`src/design/htlp_pkg.sv`:
```
// Shared types and constants of the hash table insert unit.
// No dependencies.
package htlp_pkg;

  // splitmix64 finaliser constants
  localparam logic [63:0] GAMMA = 64'h9E37_79B9_7F4A_7C15;
  localparam logic [63:0] MUL_A = 64'hBF58_476D_1CE4_E5B9;
  localparam logic [63:0] MUL_B = 64'h94D0_49BB_1331_11EB;
  localparam int unsigned SHIFT_A = 30;
  localparam int unsigned SHIFT_B = 27;
  localparam int unsigned SHIFT_C = 31;

  // Configuration register
  localparam int unsigned CFG_W = 5;
  localparam logic [CFG_W-1:0] CFG_RESET = 5'd16;
  localparam logic [CFG_W-1:0] MIN_BITS = 5'd2;

  // Result fields
  localparam int unsigned SLOT_W = 16;
  localparam int unsigned ENTRY_W = 16;
  localparam logic [ENTRY_W-1:0] COUNTER_MAX = 16'hFFFF;

  // Occupancy tags: zero marks an empty slot
  localparam int unsigned EPOCH_W = 8;
  localparam logic [EPOCH_W-1:0] EPOCH_MAX = 8'hFF;

  // Queue between hashing front and probing back
  localparam int unsigned QUEUE_DEPTH = 2;

  typedef struct packed {
    logic               valid;
    logic [SLOT_W-1:0]  slot;
    logic [ENTRY_W-1:0] entry_number;
    logic               table_full;
  } result_t;

endpackage

```
`src/design/htlp_fifo.sv`:
```
// Short queue of hashed transactions between front and back.
// Depends on htlp_pkg for its depth.
module htlp_fifo import htlp_pkg::*; #(
  parameter int WIDTH = 17
) (
  input  logic             clk_i,
  input  logic             rst_ni,
  input  logic             push_i,
  input  logic [WIDTH-1:0] data_i,
  output logic             full_o,
  input  logic             pop_i,
  output logic [WIDTH-1:0] data_o,
  output logic             empty_o
);

  localparam int PTR_W = $clog2(QUEUE_DEPTH);

  logic [WIDTH-1:0] entry_q [QUEUE_DEPTH];
  logic [PTR_W-1:0] wr_ptr_q, rd_ptr_q;
  logic [PTR_W:0]   count_q, count_d;

  assign full_o  = (count_q == (PTR_W + 1)'(QUEUE_DEPTH));
  assign empty_o = (count_q == '0);
  assign data_o  = entry_q[rd_ptr_q];

  // Track fill level
  always_comb begin
    count_d = count_q;
    if (push_i && !pop_i) begin
      count_d = count_q + 1'b1;
    end else if (pop_i && !push_i) begin
      count_d = count_q - 1'b1;
    end
  end

  always_ff @(posedge clk_i or negedge rst_ni) begin
    if (!rst_ni) begin
      wr_ptr_q <= '0;
      rd_ptr_q <= '0;
      count_q  <= '0;
    end else begin
      count_q <= count_d;
      if (push_i) begin
        wr_ptr_q <= wr_ptr_q + 1'b1;
      end
      if (pop_i) begin
        rd_ptr_q <= rd_ptr_q + 1'b1;
      end
    end
  end

  always_ff @(posedge clk_i) begin
    if (push_i) begin
      entry_q[wr_ptr_q] <= data_i;
    end
  end

endmodule

```
`config.mk`:
```
export PLATFORM = sky130hd
export DESIGN_NAME = htlp_fifo
export DESIGN_NICKNAME = d
export VERILOG_FILES = /design/src/design/htlp_pkg.sv /design/src/design/htlp_fifo.sv
export SDC_FILE = /design/constraint.sdc
export NUM_CORES = 1
export LEC_CHECK = 0
export BUFFER_PORTS_ARGS = -buffer_cell sky130_fd_sc_hd__buf_4
export CAP_MARGIN = 5
export CORE_MARGIN = 4
export CORE_UTILIZATION = 32
export DETAILED_ROUTE_END_ITERATION = 10
export HOLD_SLACK_MARGIN = 0.02
export PLACE_DENSITY = 0.56
export SYNTH_ARGS = -nofsm -noshare
export SYNTH_HDL_FRONTEND = slang
export SYNTH_SLANG_ARGS = --single-unit
```
`constraint.sdc`:
```
create_clock -name clk_i -period 2.3 [get_ports clk_i]
set_input_delay 0.23 -clock clk_i [delete_from_list [all_inputs] [get_ports clk_i]]
set_output_delay 0.23 -clock clk_i [all_outputs]
set_load 0.03 [all_outputs]
```
==> flow_summary.json <==
{
  "clock_skew_ns": 0.002957,
  "dr_total_vias": 728,
  "n_antenna_cell": 0,
  "fp.coreArea_sq_um": 4384,
  "start_kind": "flip-flop",
  "power_leakage_nw": 0.7619,
  "drt_iter0_drc": 15,
  "grt_antenna_before_repair": 0,
  "max_stage_delay_ns": 0.53,
  "crit_type": "reg -> out",
  "reg2reg_depth": 1,
  "synth.area.mux_share_pct": 15.38,
  "path_common_cell": "buf_4",
  "syn_nets": 91,
  "timing.final.ws_setup_ns": 0.4428,
  "critPathCapture": "data_o[4]",
  "io_buffers": 39,
  "synthXorXnorAreaFrac_pct": 2.991,
  "cts.sinks": 38,
  "yosysMostFrequentCell": "edfxtp_1",
  "synth-seq-area-share_pct": 76.58,
  "pre_cts_slack_ns": 0.7308,
  "peakVddDrop_v": 0.0006514,
  "worstSkewPairLatency_ns": 0.28,
  "timing.final.crit_period_ns": 1.857,
  "clockBufferDepth": 2,
  "path_max_fanout": 11,
  "reg2reg_to": "entry_q[1][0]",
  "worst_slew_margin_rel_pct": 46.98,
  "slew_viol_final": 0,
  "crit_start": "rd_ptr_q",
  "synth_top_family_by_area": "multiplexers",
  "finish.utilization_pct": 43.32,
  "synth_edf_count": 34,
  "finalCritPeriodShare_pct": 80.75,
  "drive_above_1_share_pct": 55.56,
  "synth_fa_ha_area_share_pct": 0.8547,
  "synth_cells": 69,
  "io_pins": 40,
  "ctsHtreeMaxLevel": 2,
  "fp.dieW_um": 75.64,
  "via_per_inst": 4.308,
  "netlist_area_sq_um": 1464,
  "wl_per_cell_um": 14.53,
  "holdWs_ns": 0.1292,
  "fmax_mhz": 538.5,
  "dieHeight_um": 75.64,
  "cts_root_buf": "clkbuf_8",
  "cpMaxStageDelayCell": "dfrtp_1",
  "r2r_start": "wr_ptr_q",
  "powerDensity_nw_per_um2": 1255,
  "synth_flop_cell": "edfxtp_1",
  "grt_pass1_vias": 798,
  "synth_top_cell_area_share_pct": 69.74,
  "async_flop_share_pct": 10.53,
  "cap_violations": 0,
  "ys_ff_latch": 38,
  "status": "finished, final reports clean",
  "r2r_setup_slack_ns": 0.87,
  "yosys.area_share.simple_pct": 1.795,
  "cts_tree": "done",
  "ant_nets": 0,
  "crit_path_end_kind": "output pin",
  "initial_utilization_pct": 33.39,
  "firstDrtPassIters": 3,
  "grtUsageTotal_pct": 9.162,
  "p_total_mw": 2.383,
  "hpwl_um": 1768,
  "cp_cell_sequence": "buf_4, mux2_2, buf_4",
  "setup_viol": 0,
  "synth_area_per_cell_sq_um": 21.22,
  "cp_data_arrival_time_ns": 1.63,
  "flow.area_growth_from_synthesis_pct": 29.74,
  "rsz0062_at_grt": "no",
  "grt_max_degree": 18,
  "cts_buffers": 5,
  "grt_pass1_wl_um": 3622,
  "synth_compound_area_share_pct": 0,
  "synth_common_cells": "34 x edfxtp_1, 9 x mux2_4, 8 x mux2_2",
  "synthTopCellsByArea": "edfxtp_1 70%, mux2_4 9.2%, dfrtp_1 6.8%",
  "hp-class": "in -> reg",
  "required_ns": 2.07,
  "yosysTopAreaCell": "edfxtp_1",
  "rows": 24,
  "finalHoldViolations": 0,
  "synth_cell_types": 13,
  "place_congestion": 0.5877,
  "drc_errors": 0,
  "nNetsFinal": 138,
  "tightest_slew_ns": 0.7953,
  "synth_warnings": 0,
  "clk_pin_slew_ns": 0.07,
  "grt_overflow": 0,
  "routed_wl_um": 2455,
  "die_area_sq_um": 5721,
  "tns_ns": 0
}
-- worst min path at each step --
stage,end,from,slack [ns],cells past startpoint
2_1_floorplan,count_q[0],rst_ni,-0.07,0
3_3_place_gp,count_q[1],rst_ni,0.03,1
3_5_place_dp,count_q[0],rst_ni,0.03,1
4_1_cts,entry_q[1][6],data_i[6],0.12,1
5_1_grt,entry_q[0][4],data_i[4],0.11,1
6_report,entry_q[1][2],data_i[2],0.13,1
-- metal layers --
metal  track usage [%]  vias up  part of all wire, %
met3             5.277        3                   11
met5                 0        -                    0
met1             9.677      343                   40
li1                  -      350                    -
met2             15.44       32                   48
met4             2.913        0                 0.65
-- worst max-delay path, delay by kind of cell (launching register included) --
| kind | cells | cell delay, ns |
|---|---|---|
| buf+inv | 2 | 0.47 |
| flops | 1 | 0.53 |
| mux | 1 | 0.36 |
-- kinds of logic (layout without fill, tap and decap cells) --
group / after synthesis / after routing
buffers and inverters: 3 / 51
DFF: 38 / 38
muxes: 17 / 17
xor gates and xnor gates: 5 / 5
and+or+nand+nor: 5 / 5
adders and majority gates: 1 / 1
-- per-stage QoR --
stage,instance area [sq um],std cells
after global placement,1808,160
final,1899,169
after global routing,1899,169
after CTS,1899,169
after detailed placement,1808,160
after floorplan,1464,69
-- layout by cell type (no fill, tap or decap) --
cell type / n
and2_1: 1
buf_4: 41
clkbuf_1: 1
clkbuf_8: 5
clkinv_1: 1
clkinv_2: 1
dfrtp_1: 4
dlygate4sd3_1: 1
edfxtp_1: 34
ha_1: 1
inv_1: 1
mux2_2: 8
mux2_4: 9
nor2_1: 2
nor2b_1: 1
nor2b_2: 1
xnor2_1: 1
xor2_1: 4
-- final cells by class --
class	instances	area (sq um)
Timing Repair Buffer	42	317.8
Clock buffer	6	72.57
Inverter	1	3.754
Fill cell	407	2485
Sequential cell	38	1121
Multi-Input combinational cell	28	310.3
Tap cell	52	65.06
Clock inverter	2	8.758
-- registers in the layout (all words and copies together), names as in the netlist --
name	flops
entry_q	34
rd_ptr_q	1
wr_ptr_q	1
count_q	2
-- power by group --
part	switching (mW)	internal [mW]	total [mW]
Clock	0.212	0.208	0.420
Combinational	0.532	0.426	0.958
Sequential	0.0776	0.927	1.01
Total	0.822	1.56	2.38
-- what timing repair did --
action / CTS / global route
gates resized for setup: 0 / 0
hold buffers: 1 / 0
buffers inserted: 0 / 0
setup endpoints to repair: 0 / 0
endpoints found under the hold margin: 4 / 0
Note: power is estimated with default switching activity, not from simulation.
