$ cat config.mk
export PLATFORM = sky130hd
export DESIGN_NAME = htlp_front
export DESIGN_NICKNAME = d
export VERILOG_FILES = /design/src/design/htlp_pkg.sv /design/src/design/htlp_front.sv
export SDC_FILE = /design/constraint.sdc
export NUM_CORES = 2
export LEC_CHECK = 0
export ABC_AREA = 1
export BUFFER_PORTS_ARGS = -buffer_cell sky130_fd_sc_hd__buf_2
export CAP_MARGIN = 5
export CORE_MARGIN = 5
export CORE_UTILIZATION = 47
export CTS_BUF_LIST = sky130_fd_sc_hd__clkbuf_4
export DETAILED_ROUTE_END_ITERATION = 8
export PLACE_DENSITY = 0.65
export SLEW_MARGIN = 5
export SYNTH_ARGS = -nofsm -noshare
export SYNTH_HDL_FRONTEND = slang
export SYNTH_SLANG_ARGS = --single-unit
$ cat constraint.sdc
create_clock -name clk_i -period 9.01 [get_ports clk_i]
set_clock_uncertainty 0.2 [all_clocks]
set_input_delay 1.3515 -clock clk_i [delete_from_list [all_inputs] [get_ports clk_i]]
set_output_delay 1.3515 -clock clk_i [all_outputs]
set_load 0.01 [all_outputs]
$ cat src/design/htlp_pkg.sv
// Shared types and constants of the hash table insert unit.
// No dependencies.
package htlp_pkg;

  // splitmix64 finaliser constants
  localparam logic [63:0] GAMMA = 64'h9E37_79B9_7F4A_7C15;
  localparam logic [63:0] MUL_A = 64'hBF58_476D_1CE4_E5B9;
  localparam logic [63:0] MUL_B = 64'h94D0_49BB_1331_11EB;
  localparam int unsigned SHIFT_A = 30;
  localparam int unsigned SHIFT_B = 27;
  localparam int unsigned SHIFT_C = 31;

  // Configuration register
  localparam int unsigned CFG_W = 5;
  localparam logic [CFG_W-1:0] CFG_RESET = 5'd16;
  localparam logic [CFG_W-1:0] MIN_BITS = 5'd2;

  // Result fields
  localparam int unsigned SLOT_W = 16;
  localparam int unsigned ENTRY_W = 16;
  localparam logic [ENTRY_W-1:0] COUNTER_MAX = 16'hFFFF;

  // Occupancy tags: zero marks an empty slot
  localparam int unsigned EPOCH_W = 8;
  localparam logic [EPOCH_W-1:0] EPOCH_MAX = 8'hFF;

  // Queue between hashing front and probing back
  localparam int unsigned QUEUE_DEPTH = 2;

  typedef struct packed {
    logic               valid;
    logic [SLOT_W-1:0]  slot;
    logic [ENTRY_W-1:0] entry_number;
    logic               table_full;
  } result_t;

endpackage

$ cat src/design/htlp_front.sv
// Front end: takes insert transactions and hashes the key to a start slot.
// Depends on htlp_pkg; feeds htlp_fifo.
module htlp_front import htlp_pkg::*; #(
  parameter int TABLE_BITS = 16
) (
  input  logic                  clk_i,
  input  logic                  rst_ni,
  input  logic                  start_i,
  input  logic [63:0]           key_i,
  input  logic                  first_i,
  input  logic                  hold_i,
  input  logic [TABLE_BITS-1:0] mask_i,
  input  logic                  q_full_i,
  output logic                  q_push_o,
  output logic [TABLE_BITS:0]   q_data_o,
  output logic                  busy_o
);

  localparam logic [1:0] F_IDLE = 2'd0;
  localparam logic [1:0] F_MUL  = 2'd1;
  localparam logic [1:0] F_PUSH = 2'd2;

  // Partial product steps of one 64 x 64 multiply
  localparam logic [1:0] STEP_LO  = 2'd0;
  localparam logic [1:0] STEP_XHI = 2'd1;
  localparam logic [1:0] STEP_CHI = 2'd2;

  logic [1:0]  state_q, state_d;
  logic [1:0]  step_q, step_d;
  logic        round_q, round_d;
  logic [63:0] v_q, v_d;
  logic [63:0] acc_q, acc_d;
  logic        first_q, first_d;

  logic [63:0] mix_x, mix_c, prod, acc_sum, fin;
  logic [31:0] mul_a, mul_b;
  logic        accept;

  assign busy_o = (state_q != F_IDLE) || hold_i;
  assign accept = start_i && !busy_o;

  // Select operands of the shared multiplier
  assign mix_x = round_q ? (v_q ^ (v_q >> SHIFT_B)) : (v_q ^ (v_q >> SHIFT_A));
  assign mix_c = round_q ? MUL_B : MUL_A;
  assign mul_a = (step_q == STEP_XHI) ? mix_x[63:32] : mix_x[31:0];
  assign mul_b = (step_q == STEP_CHI) ? mix_c[63:32] : mix_c[31:0];
  assign prod    = 64'(mul_a) * 64'(mul_b);
  assign acc_sum = acc_q + {prod[31:0], 32'h0};

  // Final xor-shift and mask to the active table
  assign fin      = v_q ^ (v_q >> SHIFT_C);
  assign q_data_o = {fin[TABLE_BITS-1:0] & mask_i, first_q};

  always_comb begin
    state_d  = state_q;
    step_d   = step_q;
    round_d  = round_q;
    v_d      = v_q;
    acc_d    = acc_q;
    first_d  = first_q;
    q_push_o = 1'b0;
    case (state_q)
      F_IDLE: begin
        if (accept) begin
          v_d     = key_i + GAMMA;
          first_d = first_i;
          step_d  = STEP_LO;
          round_d = 1'b0;
          state_d = F_MUL;
        end
      end
      F_MUL: begin
        case (step_q)
          STEP_LO: begin
            acc_d  = prod;
            step_d = STEP_XHI;
          end
          STEP_XHI: begin
            acc_d  = acc_sum;
            step_d = STEP_CHI;
          end
          default: begin
            v_d    = acc_sum;
            step_d = STEP_LO;
            if (round_q) begin
              state_d = F_PUSH;
            end else begin
              round_d = 1'b1;
            end
          end
        endcase
      end
      F_PUSH: begin
        // Hand the start slot on once the queue has room
        if (!q_full_i) begin
          q_push_o = 1'b1;
          state_d  = F_IDLE;
        end
      end
      default: state_d = F_IDLE;
    endcase
  end

  always_ff @(posedge clk_i or negedge rst_ni) begin
    if (!rst_ni) begin
      state_q <= F_IDLE;
      step_q  <= STEP_LO;
      round_q <= 1'b0;
    end else begin
      state_q <= state_d;
      step_q  <= step_d;
      round_q <= round_d;
    end
  end

  always_ff @(posedge clk_i) begin
    v_q     <= v_d;
    acc_q   <= acc_d;
    first_q <= first_d;
  end

endmodule

==> results.md <==
* Crit share post-route at 100%
* P&R area growth vs syn at 26.0%
* Yosys reg bits at 134
* Number of global-route vias before repair at 39407
* Status: finished, violations left
* Fin crit period at 9010 ps
* Fin. Hold Viols at 0
* Wire per inst at 23.4 um
* Die area at 95500 sq um
* Fin cells at 7205
* Mean Syn Cell Area at 8.03 sq um
* Sequential cell area fraction in the yosys report at 9.51%
* Worst path arrival time at 9180 ps
* Type of destination of the critical path: flop
* Final Cell Area at 53000 sq um
* Overflow after GRT at 0
* Global-route wire length before repair at 247 mm
* Final Util at 59.8%
* IO buf count at 104
* Die Ht at 309 um
* Synth area leader: fa_1
* Worst min-delay path category: in -> async
* Max Freq at 0.111 GHz
* Total Routing Usage GR at 34.9%
* Yosys top cell area share at 39.1%
* Vias at 38557
* DRT iter0 DRCs at 3830
* Async set or reset register ratio after synthesis at 3.73%
* Number of library cell types mapped by synthesis at 54
* Top post-synthesis cells by area: fa_1 39%, inv_1 11%, ha_1 11%, edfxtp_1 9.2%, nand2_1 7.4%
* Cts bufs inserted at 17
* DR vias/cell at 5.35
* Top_reg_cell synth: edfxtp_1
* Violated checks: setup timing
* Clock transition at the registers of the reported paths at 200 ps
* Worst setup SP type: flop
* Clock sinks at 134
* Drt total wl at 168 mm
* Post-synthesis cell area at 42000 sq um
* Crit path required time at 9180 ps
* Reg2Reg Setup Slack at -2 ps
* Clock insertion delay at the later pin of the skew report at 650 ps
* Slew HR at 40.2%
* Io pins at 105
* Count leader, synth: inv_1
* Synthesized net count at 6506
* CTS root buffer: clkbuf_4
* Top post-synthesis cells by count: 1272 x inv_1, 829 x nand2_1, 821 x fa_1
* Drc violations at 0
* Least-Margin Pin Slew at 897 ps
* HPWL after detailed placement at 147 mm
* Largest net degree at the start of global routing at 76
* Core Region at 88500 sq um
* CP max-delay cell: fa_1
* Unrepaired setup endpoints after global routing: true
* Hold buffer count at CTS at 0
* Crit-path most repeated cell: fa_1
* Final setup viols at 1
* Routed Antenna Nets at 0
* Row count at 109
* GP Congestion at 1.00
* CTS tree: built
* Number of flops mapped to enable cells by yosys at 129
* Initial antenna violation count at 7
* Maxcap violations at 0
* Total negative slack at -2.45 ps
* Inst Count DP at 7042
* Worst stage delay on the critical path at 630 ps
* DRT Pass-1 Iters at 7
* Cells after synthesis at 5233
* Critical register-to-register path endpoint: v_q[60]
* Nets at 7295
* Initial Util at 47.5%
* CTS Buffer Depth at 2
* Die width at 309 um
* Count of final max-slew check failures at 0
* Reg2reg start: round_q
* Share of cells above drive strength 1 at 25.5%
* Placed Area at 48500 sq um
* Final setup margin at -2.45 ps
* H-tree levels at 4
* Max FO, Critical Path at 12
* Worst Reg2Reg Path Length in Cells at 38
* WS Path Type: reg -> reg
* Yosys Warn Count at 0
flip-flops by register name, indices dropped and copies added, names as in the netlist:
| signal | count |
|---|---|
| acc_q | 64 |
| v_q | 64 |
| state_q | 2 |
| step_q | 2 |
| first_q | 1 |
| round_q | 1 |
worst max path at each step:
stage / from / endpoint
final: round_q / v_q[60]
after global routing: round_q / v_q[63]
after CTS: step_q[1] / v_q[54]
after detailed placement: round_q / v_q[61]
after global placement: round_q / v_q[61]
after floorplan: round_q / v_q[54]
logic make-up (layout without fill, tap and decap cells):
| kind of cell | count (synthesis) | count (layout) | share of synthesized area, % |
|---|---|---|---|
| other | 1 | 6 | 0.00892 |
| adder cells (fa/ha/maj) | 1187 | 1187 | 50.0 |
| XOR/XNOR | 85 | 85 | 1.79 |
| AND/OR/NAND/NOR | 1926 | 1926 | 19.2 |
| buffers and inverters | 1428 | 2230 | 13.2 |
| AO/OA/AOI/OAI | 472 | 472 | 6.31 |
| flip-flops | 134 | 134 | 9.51 |
layout make-up:
class,count,area (sq um)
repair buffers,886,7000
well taps,1165,1460
flip-flops and latches,134,4000
repair inverters,1,5.00
inverters,1311,4970
diodes,5,12.5
multi-input cells,3671,35200
clock inverters,15,180
clock buffers,17,128
fillers,7853,35500
stage by stage:
step | hold slack [ps] | worst slack, ps
detailed placement | 316 | -458
floorplan | 294 | 492
global route | 271 | -286
finish | 288 | -2.45
global placement | 308 | -526
CTS | 289 | -21.2
layout by cell type, fill, tap and decap left out, types with 12 or more instances in the layout:
cell,Yosys,routed
buf_2,37,104
xor2_1,53,38
o21ai_2,23,48
o21ai_1,41,61
nor3_1,35,27
fa_1,821,787
o21ai_4,0,17
nor2_2,33,68
fa_2,0,34
buf_12,0,21
inv_1,1272,1219
nand3_1,237,223
nor2_4,9,81
nand4_1,35,35
nand2_1,829,742
xnor2_1,31,27
a21oi_4,0,27
buf_6,10,40
nor2_1,675,568
buf_4,18,707
clkbuf_4,0,17
edfxtp_1,129,129
nand2_4,0,30
a21oi_2,7,35
ha_1,366,319
nand3b_1,17,17
o21ai_0,161,99
ha_4,0,41
nand2_2,12,68
a21oi_1,167,112
inv_2,36,76
o21bai_1,13,12
nand3_2,4,15
timing repair:
action,CTS,global route
endpoints found under the setup margin,31,48
cloned,3,6
endpoints found under the hold margin,0,0
gates resized for setup,171,614
pin swaps,48,257
setup buffers,27,96
routing by layer:
layer,GRT usage [%],wire length [um],vias up
met4,14.0,9100,2
met3,7.42,16100,386
met2,55.8,76800,1834
met5,0,13,-
li1,-,-,17379
met1,46.9,66200,18956
worst max-delay path, delay by kind of cell, from the launching register on:
| kind | cells | cell delay [ps] |
|---|---|---|
| adder cells (fa/ha/maj) | 10 | 4860 |
| buffers and inverters | 8 | 920 |
| AND/OR/NAND/NOR | 15 | 1440 |
| XOR/XNOR | 2 | 480 |
| AO/OA/AOI/OAI | 3 | 310 |
| flip-flops | 1 | 530 |
Power is left out: the tool's default activity adds up to more than one toggle a clock period on the data nets, which glitch-free logic cannot reach.
